==> src/hdl/ets_pkg.sv <==
// Package: widths, word types and back-end state codes for event time statistics.
package ets_pkg;

  localparam int unsigned MAX_HITS  = 256;
  localparam int unsigned TIME_BITS = 24;
  localparam int unsigned TW        = 24;   // time field width
  localparam int unsigned CW        = 9;    // hit count width
  localparam int unsigned SUMW      = 32;
  localparam int unsigned SQW       = 54;
  localparam int unsigned RMSW      = 23;
  localparam int unsigned TSHIFT    = TW - TIME_BITS;
  localparam logic [CW-1:0]  MAX_CNT = CW'(MAX_HITS);
  localparam logic [SQW-1:0] SQ_MAX  = {SQW{1'b1}};
  localparam logic [SQW-1:0] SQRT_BIT0 = SQW'(1) << (SQW - 2);

  typedef struct packed {
    logic signed [TW-1:0] hit_time;
    logic                 last_of_event;
    logic                 no_hits;
  } in_word_t;

  typedef struct packed {
    logic signed [TW-1:0] first_time;
    logic signed [TW-1:0] final_time;
    logic signed [TW-1:0] mean_time;
    logic [RMSW-1:0]      rms_time;
    logic [CW-1:0]        hit_count;
    logic                 empty_event;
    logic                 too_many_hits;
  } out_word_t;

  // Per-event totals handed from front to back.
  typedef struct packed {
    logic signed [TW-1:0]   min_t;
    logic signed [TW-1:0]   max_t;
    logic signed [SUMW-1:0] sum;
    logic [SQW-1:0]         sq_sum;
    logic [CW-1:0]          cnt;
    logic                   ovf;
  } evt_rec_t;

  typedef enum logic [1:0] {
    BK_IDLE,
    BK_DIV,
    BK_SQRT,
    BK_DONE
  } bk_state_t;

endpackage

==> src/hdl/ets_front.sv <==
// Front end: accumulates hit statistics and emits one totals record per event.
module ets_front
  import ets_pkg::*;
(
  input  logic     clk,
  input  logic     rst_n,
  input  logic     acc,
  input  in_word_t word,
  output logic     rec_push,
  output evt_rec_t rec
);

  logic signed [TW-1:0]   min_r, max_r;
  logic signed [SUMW-1:0] sum_r;
  logic [SQW-1:0]         sq_r;
  logic [CW-1:0]          cnt_r;
  logic                   ovf_r;

  logic signed [TW-1:0]   t;
  logic [2*TW-1:0]        sq;
  logic [SQW:0]           sq_add;
  logic                   hit;
  evt_rec_t               upd;

  assign t      = $signed(word.hit_time <<< TSHIFT) >>> TSHIFT;
  assign sq     = $unsigned((2*TW)'(t) * (2*TW)'(t));
  assign sq_add = {1'b0, sq_r} + (SQW+1)'(sq);
  assign hit    = acc && !word.no_hits && (cnt_r < MAX_CNT);

  always_comb begin
    upd.min_t  = min_r;
    upd.max_t  = max_r;
    upd.sum    = sum_r;
    upd.sq_sum = sq_r;
    upd.cnt    = cnt_r;
    upd.ovf    = ovf_r || (acc && !word.no_hits && (cnt_r >= MAX_CNT));
    if (hit) begin
      upd.min_t  = (cnt_r == '0 || t < min_r) ? t : min_r;
      upd.max_t  = (cnt_r == '0 || t > max_r) ? t : max_r;
      upd.sum    = sum_r + SUMW'(t);
      upd.sq_sum = sq_add[SQW] ? SQ_MAX : sq_add[SQW-1:0];
      upd.cnt    = cnt_r + 1'b1;
    end
  end

  assign rec      = upd;
  assign rec_push = acc && word.last_of_event;

  always_ff @(posedge clk) begin
    if (!rst_n || rec_push) begin
      min_r <= '0;
      max_r <= '0;
      sum_r <= '0;
      sq_r  <= '0;
      cnt_r <= '0;
      ovf_r <= 1'b0;
    end else if (acc) begin
      min_r <= upd.min_t;
      max_r <= upd.max_t;
      sum_r <= upd.sum;
      sq_r  <= upd.sq_sum;
      cnt_r <= upd.cnt;
      ovf_r <= upd.ovf;
    end
  end

endmodule

==> src/hdl/ets_queue.sv <==
// Two-entry register queue of event totals between front and back.
module ets_queue
  import ets_pkg::*;
(
  input  logic     clk,
  input  logic     rst_n,
  input  logic     push,
  input  evt_rec_t wdata,
  output logic     full,
  input  logic     pop,
  output logic     empty,
  output evt_rec_t rdata
);

  evt_rec_t   slot_r [2];
  logic       wp_r, rp_r;
  logic [1:0] cnt_r;

  assign full  = (cnt_r == 2'd2);
  assign empty = (cnt_r == 2'd0);
  assign rdata = slot_r[rp_r];

  always_ff @(posedge clk) begin
    if (push) slot_r[wp_r] <= wdata;
  end

  always_ff @(posedge clk) begin
    if (!rst_n) begin
      wp_r  <= 1'b0;
      rp_r  <= 1'b0;
      cnt_r <= 2'd0;
    end else begin
      if (push) wp_r <= ~wp_r;
      if (pop)  rp_r <= ~rp_r;
      cnt_r <= cnt_r + {1'b0, push} - {1'b0, pop};
    end
  end

endmodule

==> src/hdl/ets_back.sv <==
// Back end: serial divides for mean and mean square, serial square root, result register.
module ets_back
  import ets_pkg::*;
(
  input  logic      clk,
  input  logic      rst_n,
  input  logic      q_empty,
  input  evt_rec_t  q_rdata,
  output logic      q_pop,
  output out_word_t out_word,
  output logic      out_empty,
  input  logic      out_pop
);

  bk_state_t      state_r, state_nxt;
  evt_rec_t       rec_r;
  logic [SQW-1:0] d_r, v_r, res_r, bit_r;
  logic [CW-1:0]  rem_r;
  logic [5:0]     step_r;
  logic           pass_r;
  logic [TW-1:0]  mean_r;
  out_word_t      ow_r;
  logic           ov_r;

  logic [CW:0]    r2, r2_sub;
  logic           ge;
  logic [SQW-1:0] d_step;
  logic [SQW:0]   rb;
  logic           sq_ge;
  logic [SUMW-1:0] mag;
  logic           take, load_out;

  // unsigned magnitude of the incoming sum (2^31 for the most negative sum)
  assign mag    = q_rdata.sum[SUMW-1] ? SUMW'(-q_rdata.sum) : SUMW'(q_rdata.sum);
  assign r2     = {rem_r, d_r[SQW-1]};
  assign r2_sub = r2 - {1'b0, rec_r.cnt};
  assign ge     = (r2 >= {1'b0, rec_r.cnt});
  assign d_step = {d_r[SQW-2:0], ge};
  assign rb     = {1'b0, res_r} + {1'b0, bit_r};
  assign sq_ge  = ({1'b0, v_r} >= rb);

  assign take     = (state_r == BK_IDLE) && !q_empty;
  assign load_out = (state_r == BK_DONE) && (!ov_r || out_pop);
  assign q_pop    = take;

  always_comb begin
    state_nxt = state_r;
    case (state_r)
      BK_IDLE: if (take) state_nxt = (q_rdata.cnt == '0) ? BK_DONE : BK_DIV;
      BK_DIV:  if (step_r == 6'(SQW - 1) && pass_r) state_nxt = BK_SQRT;
      BK_SQRT: if (bit_r[0]) state_nxt = BK_DONE;
      BK_DONE: if (load_out) state_nxt = BK_IDLE;
      default: state_nxt = BK_IDLE;
    endcase
  end

  always_ff @(posedge clk) begin
    if (!rst_n) state_r <= BK_IDLE;
    else        state_r <= state_nxt;
  end

  // datapath
  always_ff @(posedge clk) begin
    case (state_r)
      BK_IDLE: begin
        if (take) begin
          rec_r  <= q_rdata;
          d_r    <= SQW'(mag);
          rem_r  <= '0;
          step_r <= '0;
          pass_r <= 1'b0;
        end
      end
      BK_DIV: begin
        if (step_r == 6'(SQW - 1)) begin
          step_r <= '0;
          rem_r  <= '0;
          if (!pass_r) begin
            mean_r <= rec_r.sum[SUMW-1] ? TW'(-d_step[TW-1:0]) : d_step[TW-1:0];
            d_r    <= rec_r.sq_sum;
            pass_r <= 1'b1;
          end else begin
            d_r   <= d_step;
            v_r   <= d_step;
            res_r <= '0;
            bit_r <= SQRT_BIT0;
          end
        end else begin
          rem_r  <= ge ? r2_sub[CW-1:0] : r2[CW-1:0];
          step_r <= step_r + 1'b1;
          d_r    <= d_step;
        end
      end
      BK_SQRT: begin
        if (sq_ge) begin
          v_r   <= v_r - rb[SQW-1:0];
          res_r <= (res_r >> 1) + bit_r;
        end else begin
          res_r <= res_r >> 1;
        end
        bit_r <= bit_r >> 2;
      end
      default: ;
    endcase
  end

  // result register
  always_ff @(posedge clk) begin
    if (load_out) begin
      ow_r.too_many_hits <= rec_r.ovf;
      ow_r.hit_count     <= rec_r.cnt;
      if (rec_r.cnt == '0) begin
        ow_r.first_time  <= '0;
        ow_r.final_time  <= '0;
        ow_r.mean_time   <= '0;
        ow_r.rms_time    <= '0;
        ow_r.empty_event <= 1'b1;
      end else begin
        ow_r.first_time  <= rec_r.min_t;
        ow_r.final_time  <= rec_r.max_t;
        ow_r.mean_time   <= $signed(mean_r);
        ow_r.rms_time    <= (res_r > SQW'({RMSW{1'b1}})) ? {RMSW{1'b1}} : res_r[RMSW-1:0];
        ow_r.empty_event <= 1'b0;
      end
    end
  end

  always_ff @(posedge clk) begin
    if (!rst_n)        ov_r <= 1'b0;
    else if (load_out) ov_r <= 1'b1;
    else if (out_pop)  ov_r <= 1'b0;
  end

  assign out_word  = ow_r;
  assign out_empty = !ov_r;

endmodule

==> src/hdl/event_time_statistics.sv <==
// Top level: event time statistics (min, max, mean, RMS of hit times per event).
//
// Usage:
//  - Input queue port: in_word (hit_time Q15.8, last_of_event, no_hits), in_push, in_full.
//    A word is taken when in_push is high and in_full low. One word per hit;
//    the word with last_of_event closes the event. no_hits words add nothing.
//  - Result queue port: out_word, out_empty, out_pop. One result word per event,
//    valid while out_empty is low, taken when out_pop is high.
//  - Hits are accumulated one per cycle by the front end while in_full is low. Closing
//    an event hands its totals into a two-entry queue.
//  - The back end per event: take the totals, the mean divide, the mean-square divide
//    (restoring, one quotient bit a cycle), the square root (two bits of radicand a
//    cycle) and the result load. Empty events skip the divides and the square root.
//  - Sustained: one hit per cycle while in_full is low. The back end finishes one
//    event before it takes the totals of the next.
//  - in_full rises when the totals queue holds two events; a stalled result
//    receiver backs up into it, nothing is dropped.
//  - Synchronous reset clears the running totals, the queue pointers and count, and the
//    result valid flag (not the result word); out_empty is high after reset.
module event_time_statistics
  import ets_pkg::*;
(
  input  logic      clk,
  input  logic      rst_n,
  input  in_word_t  in_word,
  input  logic      in_push,
  output logic      in_full,
  output out_word_t out_word,
  output logic      out_empty,
  input  logic      out_pop
);

  logic     acc, rec_push, q_pop, q_empty;
  evt_rec_t rec, q_rdata;

  assign acc = in_push && !in_full;

  ets_front u_front (
    .clk      (clk),
    .rst_n    (rst_n),
    .acc      (acc),
    .word     (in_word),
    .rec_push (rec_push),
    .rec      (rec)
  );

  ets_queue u_queue (
    .clk   (clk),
    .rst_n (rst_n),
    .push  (rec_push),
    .wdata (rec),
    .full  (in_full),
    .pop   (q_pop),
    .empty (q_empty),
    .rdata (q_rdata)
  );

  ets_back u_back (
    .clk       (clk),
    .rst_n     (rst_n),
    .q_empty   (q_empty),
    .q_rdata   (q_rdata),
    .q_pop     (q_pop),
    .out_word  (out_word),
    .out_empty (out_empty),
    .out_pop   (out_pop)
  );

  // Checks
  a_rst_empty: assert property (@(posedge clk) !rst_n |=> out_empty)
    else $error("result visible after reset");
  a_empty_evt: assert property (@(posedge clk) disable iff (!rst_n)
    (!out_empty && out_word.empty_event) |-> (out_word.hit_count == '0 &&
      out_word.first_time == '0 && out_word.rms_time == '0))
    else $error("empty event with nonzero fields");
  a_cnt_max: assert property (@(posedge clk) disable iff (!rst_n)
    !out_empty |-> (out_word.hit_count <= MAX_CNT))
    else $error("hit count beyond limit");
  a_ovf_full: assert property (@(posedge clk) disable iff (!rst_n)
    (!out_empty && out_word.too_many_hits) |-> (out_word.hit_count == MAX_CNT))
    else $error("overflow flagged below limit");
  a_hold: assert property (@(posedge clk) disable iff (!rst_n)
    (!out_empty && !out_pop) |=> (!out_empty && $stable(out_word)))
    else $error("result changed while stalled");

endmodule
==> config.mk <==
export PLATFORM = sky130hd
export DESIGN_NAME = event_time_statistics
export DESIGN_NICKNAME = d
export VERILOG_FILES = /design/src/hdl/ets_pkg.sv /design/src/hdl/ets_front.sv /design/src/hdl/ets_queue.sv /design/src/hdl/ets_back.sv /design/src/hdl/event_time_statistics.sv
export SDC_FILE = /design/constraint.sdc
export NUM_CORES = 2
export LEC_CHECK = 0
export ABC_AREA = 1
export BUFFER_PORTS_ARGS = -buffer_cell sky130_fd_sc_hd__buf_2
export CORE_MARGIN = 2
export CORE_UTILIZATION = 30
export CTS_BUF_LIST = sky130_fd_sc_hd__clkbuf_16
export DETAILED_ROUTE_END_ITERATION = 7
export GPL_TIMING_DRIVEN = 1
export REMOVE_ABC_BUFFERS = 1
export SLEW_MARGIN = 20
export SYNTH_ARGS = -nofsm -noshare
export SYNTH_HDL_FRONTEND = slang
export SYNTH_HIERARCHICAL = 1
export SYNTH_SLANG_ARGS = --single-unit
==> constraint.sdc <==
create_clock -name clk -period 12.04 [get_ports clk]
set_input_delay 1.204 -clock clk [delete_from_list [all_inputs] [get_ports clk]]
set_output_delay 1.204 -clock clk [all_outputs]
set_load 0.01 [all_outputs]
### After elaboration in Yosys (flattened, before gate mapping)

Memories as Yosys holds them, arrays and structs flattened. A register that Yosys moved wholly into a read port is not among the register bits.
Cells that the tools add are included.

* memories kept: 1
* bits in writable memories: 288
* output and inout bits: 108
* flip-flop bits (word level): 657

Memories
* u_queue.slot_r: words 2, width 144, rd ports 1, clocked after Yosys merged registers in 1, write ports 1, line ets_queue.sv:15 `evt_rec_t slot_r [2];`

* eq/ne operators: 12
* $mul: 1
* bitwise operators: 3
* add/subtract/negate cells: 12
* reduce and logical (&&, ||, !) cells: 33
* muxes and demuxes: 45
* magnitude comparators: 7

Operators by type and width (count)
* $mux 54: 12
* $pmux 54 s2: 4
* $mux 143: 1
* $mux 24: 3
* $add 54x48->55: 1
* $add 54x54->55: 1
* $ge 54x55->1: 1
* $add 53x54->54: 1
* $gt 54x23->1 const B: 1
* $sub 54x54->54: 1
* $mul 24x24->48: 1
* $add 32x24->32: 1
* $mux 32: 1
* $neg 32->32: 1
* $logic_not 9->1: 3
* $mux 9: 3
* $gt 24x24->1: 1
* $lt 24x24->1: 1
* $neg 24->24: 1
* $mux 23: 1
* $pmux 9 s2: 1
* $mux 6: 2
* $ne 2x1->1 const B: 6
* $pmux 6 s2: 1
* 25 further kinds: 63

### Depth between registers and ports, before layout

* depth in word-level cells: 6
* mapped depth: 45
* depth with buffers taken out: 43

### Cells and area by module

Netlist, hierarchy kept.

Modules (own cells, without submodules)
* ets_front: area an instance 33824.9 um^2, cells each 4709, seq. area each 2882.8 um^2, times used 1
* ets_back: area an instance 28471.1 um^2, cells each 3427, seq. area each 13513.0 um^2, times used 1
* ets_queue: area an instance 10850.4 um^2, cells each 481, seq. area each 8748.4 um^2, times used 1
* event_time_statistics: area an instance 10.0 um^2, cells each 2, seq. area each 0.0 um^2, times used 1

### Least setup slack after synthesis

No wires, ideal clock.

* path kind: in2reg
* start: input in_word[4] (netlist name)
* end: memory u_queue/slot_r[0][33] (netlist name) (data pin)
* path slack: 3135 ps
* cell stages on the path: 35
* required time: 11787 ps
* data arrival time: 8653 ps
* path through: clkbuf_1 clkbuf_1 nand2_1 inv_1 fa_1 fa_1 fa_1 inv_1 fa_1 fa_1 fa_1 inv_1 fa_1 ha_1 nand2_1 nor2_1 inv_1 nor4_1 nand3_1 nand4_1 xor2_1 ha_1 nand2_1 inv_1 a21oi_1 nand2_1 nand2_1 o21ai_0 a21oi_1 nand3_2 inv_4 buf_12 nand2_2 nand2_2 inv_1

RTL lines
* from (decl): line event_time_statistics.sv:25 `input in_word_t in_word,`
* to (decl): line ets_queue.sv:15

==> flow_metrics.py <==
metrics = {
    "yosys": {
        "synth_xor_area_frac": 0.0320,
        "synth_ff_type": "edfxtp_1",
        "synth_warnings": 6,
        "syn_inst": 8619,
        "synth_top_family_by_area": "adder cells",
        "yosys.area_share.adder": 0.225,
        "async_flop_share": 0,
        "synth_compound_area_frac": 0.0808,
        "synth_edf_count": 736,
        "ys_ff_latch": 888,
        "yosysSeqAreaShare": 0.344,
        "netlist_area_um2": 73200,
        "avgSynthCellArea_um2": 8.49,
        "ys_types": 64,
        "synth-simple-area-share": 0.187,
        "muxShareOfSynthArea": 0.0252,
    },
    "critical_path": {
        "rr_endpoint": "u_back/v_r[5]",
        "critPathRequiredTime_ns": 12.62,
        "crit_arrival_ns": 10.97,
        "crit_type": "primary input to register",
        "r2r-start": "u_back/bit_r[0]",
        "reg2regPathDepth": 32,
        "crit_start": "in_word[8]",
        "cpMaxStageDelayCell": "fa_1",
        "max_stage_delay_ns": 0.81,
        "crit_fanout": 31,
        "crit_path_end_kind": "register",
        "r2r_slack_ns": 4.25,
        "critPathLaunchType": "primary input",
    },
    "timing": {
        "hold_viol_final": 0,
        "hold_ws_ns": 0.432,
        "worst_slack_ns": 1.65,
        "finalMaxSlewViolations": 0,
        "clock_skew_ns": 0.0765,
        "tightest_slew_ns": 1.10,
        "rsz0062_at_grt": "false",
        "period_needed_ns": 10.39,
        "setup-tns-final_ns": 0,
        "fmax_mhz": 96.2,
        "finalSetupViolCount": 0,
        "slew_headroom": 0.264,
        "finalCritPeriodShare": 0.863,
    },
    "die": {
        "die_w_um": 498,
        "die_h_um": 498,
        "core_um2": 243000,
        "die_area_um2": 248000,
        "io_pins": 138,
        "start_util": 0.301,
        "rows": 181,
    },
    "clock_network": {
        "clockRootBuffer": "clkbuf_16",
        "cts_made_buffers": 91,
        "cts.clk_slew.worst_paths_ns": 0.06,
        "cts_tree": "done",
        "cts_sinks": 888,
        "cts_resized": 0,
        "post-cts-setup-buffers": 0,
        "cts_buffer_depth": 3,
        "insertion_delay_ns": 0.73,
        "htreeDepth": 3,
        "cts_hold_buf": 0,
    },
    "status": {
        "status": "finished, final reports clean",
    },
    "detailed_routing": {
        "avgRoutedWirePerCell_um": 19.2,
        "drcViolationCount": 0,
        "viasPerCell": 4.79,
        "vias": 57400,
        "ant_nets": 0,
        "drt_iter0_drc": 4300,
        "first_pass_iters": 8,
        "wirelength_um": 230000,
    },
    "placement": {
        "pre_cts_slack_ns": 0.892,
        "port_buffers": 137,
        "place_congestion": 0.964,
        "place_hpwl_um": 187000,
    },
    "min_path": {
        "hold_depth": 0,
        "hp-class": "register to register",
        "holdPathEnd": "u_back/out_word[0]",
        "holdCritStartpoint": "u_back/rec_r[0]",
    },
    "finish": {
        "fillers": 25400,
        "final_common_cell": "inv_1",
        "layout_common_cells": "1815 x inv_1, 1747 x nand2_1, 767 x nor2_1",
        "drive_gt1_frac": 0.0792,
        "fin_nets": 9695,
        "area_growth_pct": 10.3,
        "post-route-util": 0.332,
    },
    "flow_run": {
        "cap_viol_max_count": 0,
    },
    "grt": {
        "grt.total_usage": 0.183,
        "grt_max_degree": 139,
        "first_global_vias": 59100,
        "overflow": 0,
        "grt_antenna_before_repair": 7,
        "grt_pass1_wl_um": 354000,
    },
}
==> critical path, delay by kind of cell <==
kind / cells / cell delay, ns
compound gates: 6 / 1.56
fa+ha+maj: 9 / 4.62
buf+inv: 11 / 2.38
simple gates: 10 / 1.13
==> cells in the mapped netlist (26+ instances only) <==
master,number,area share
nand2_1,1748,0.090
clkbuf_1,148,0.0076
a21o_1,26,0.0027
nor4_1,29,0.0025
inv_1,1806,0.093
nand2_2,31,0.0027
o21ai_0,372,0.025
mux2_2,84,0.013
nand4_1,75,0.0064
nand3_1,391,0.027
fa_1,566,0.15
or2_2,70,0.0060
a21oi_1,433,0.030
xnor2_1,85,0.010
ha_1,408,0.070
xor2_1,182,0.022
buf_2,29,0.0020
mux2_4,60,0.012
nor2_1,770,0.040
o21bai_1,68,0.0070
nor3_1,83,0.0057
edfxtp_1,736,0.30
o21ai_2,33,0.0040
dfxtp_1,152,0.042
==> worst max-delay path by stage <==
stage / to / slack, ns / cells after the start
4_1_cts: u_queue/slot_r[0][36] / 1.65 / 36
5_1_grt: u_queue/slot_r[1][36] / 1.14 / 36
3_3_place_gp: u_queue/slot_r[0][50] / 0.98 / 36
2_1_floorplan: u_back/v_r[0] / 2.02 / 6
6_report: u_queue/slot_r[1][36] / 1.65 / 36
3_5_place_dp: u_queue/slot_r[1][36] / 0.89 / 36
==> cell families (layout without fill, tap and decap cells) <==
group | count (synthesis) | count (layout)
AND/OR/NAND/NOR | 3261 | 3261
buffers and inverters | 2028 | 2177
AO/OA/AOI/OAI | 1057 | 1057
adder cells (fa/ha/maj) | 974 | 974
flip-flops | 888 | 888
XOR/XNOR | 267 | 267
multiplexers | 144 | 144
other | 0 | 1
==> flip-flops by register name, indices dropped and copies added, names as in the netlist, named ones only <==
register	count
u_back/bit_r	27
u_back/d_r	54
u_back/mean_r	24
u_back/out_word	106
u_back/ov_r	1
u_back/pass_r	1
u_back/rec_r	113
u_back/rem_r	9
u_back/res_r	54
u_back/state_r	2
u_back/step_r	6
u_back/v_r	54
u_front/cnt_r	9
u_front/max_r	24
u_front/min_r	24
u_front/ovf_r	1
u_front/sq_r	54
u_front/sum_r	32
u_queue/cnt_r	2
u_queue/rp_r	1
u_queue/slot_r	288
u_queue/wp_r	1
==> layer usage <==
metal	track usage	part of all wire	up-vias
met2	0.310	0.47	1528
met5	0	0.000048	-
met3	0.0197	0.049	235
met1	0.248	0.45	28200
li1	-	-	27400
met4	0.0489	0.025	2
==> layout make-up <==
class | instances | area, µm² | area share
multi-input cells | 5703 | 40300 | 0.499
flip-flops and latches | 888 | 25100 | 0.312
inverters | 1813 | 6810 | 0.0845
well taps | 3202 | 4010 | 0.0497
clock buffers | 93 | 2330 | 0.0288
repair buffers | 194 | 1130 | 0.0140
clock inverters | 77 | 986 | 0.0122
diodes | 1 | 2.50 | 0.0000310
==> metrics by stage <==
| step | std cells | instance area, µm² |
|---|---|---|
| 2_1_floorplan | 8404 | 72100 |
| 3_3_place_gp | 11800 | 77400 |
| 3_5_place_dp | 11800 | 77400 |
| 4_1_cts | 12000 | 80700 |
| 5_1_grt | 12000 | 80700 |
| 6_report | 12000 | 80700 |
Power is not shown: default switching activity piles up to over one toggle a cycle in this logic, so the estimate is an artifact.
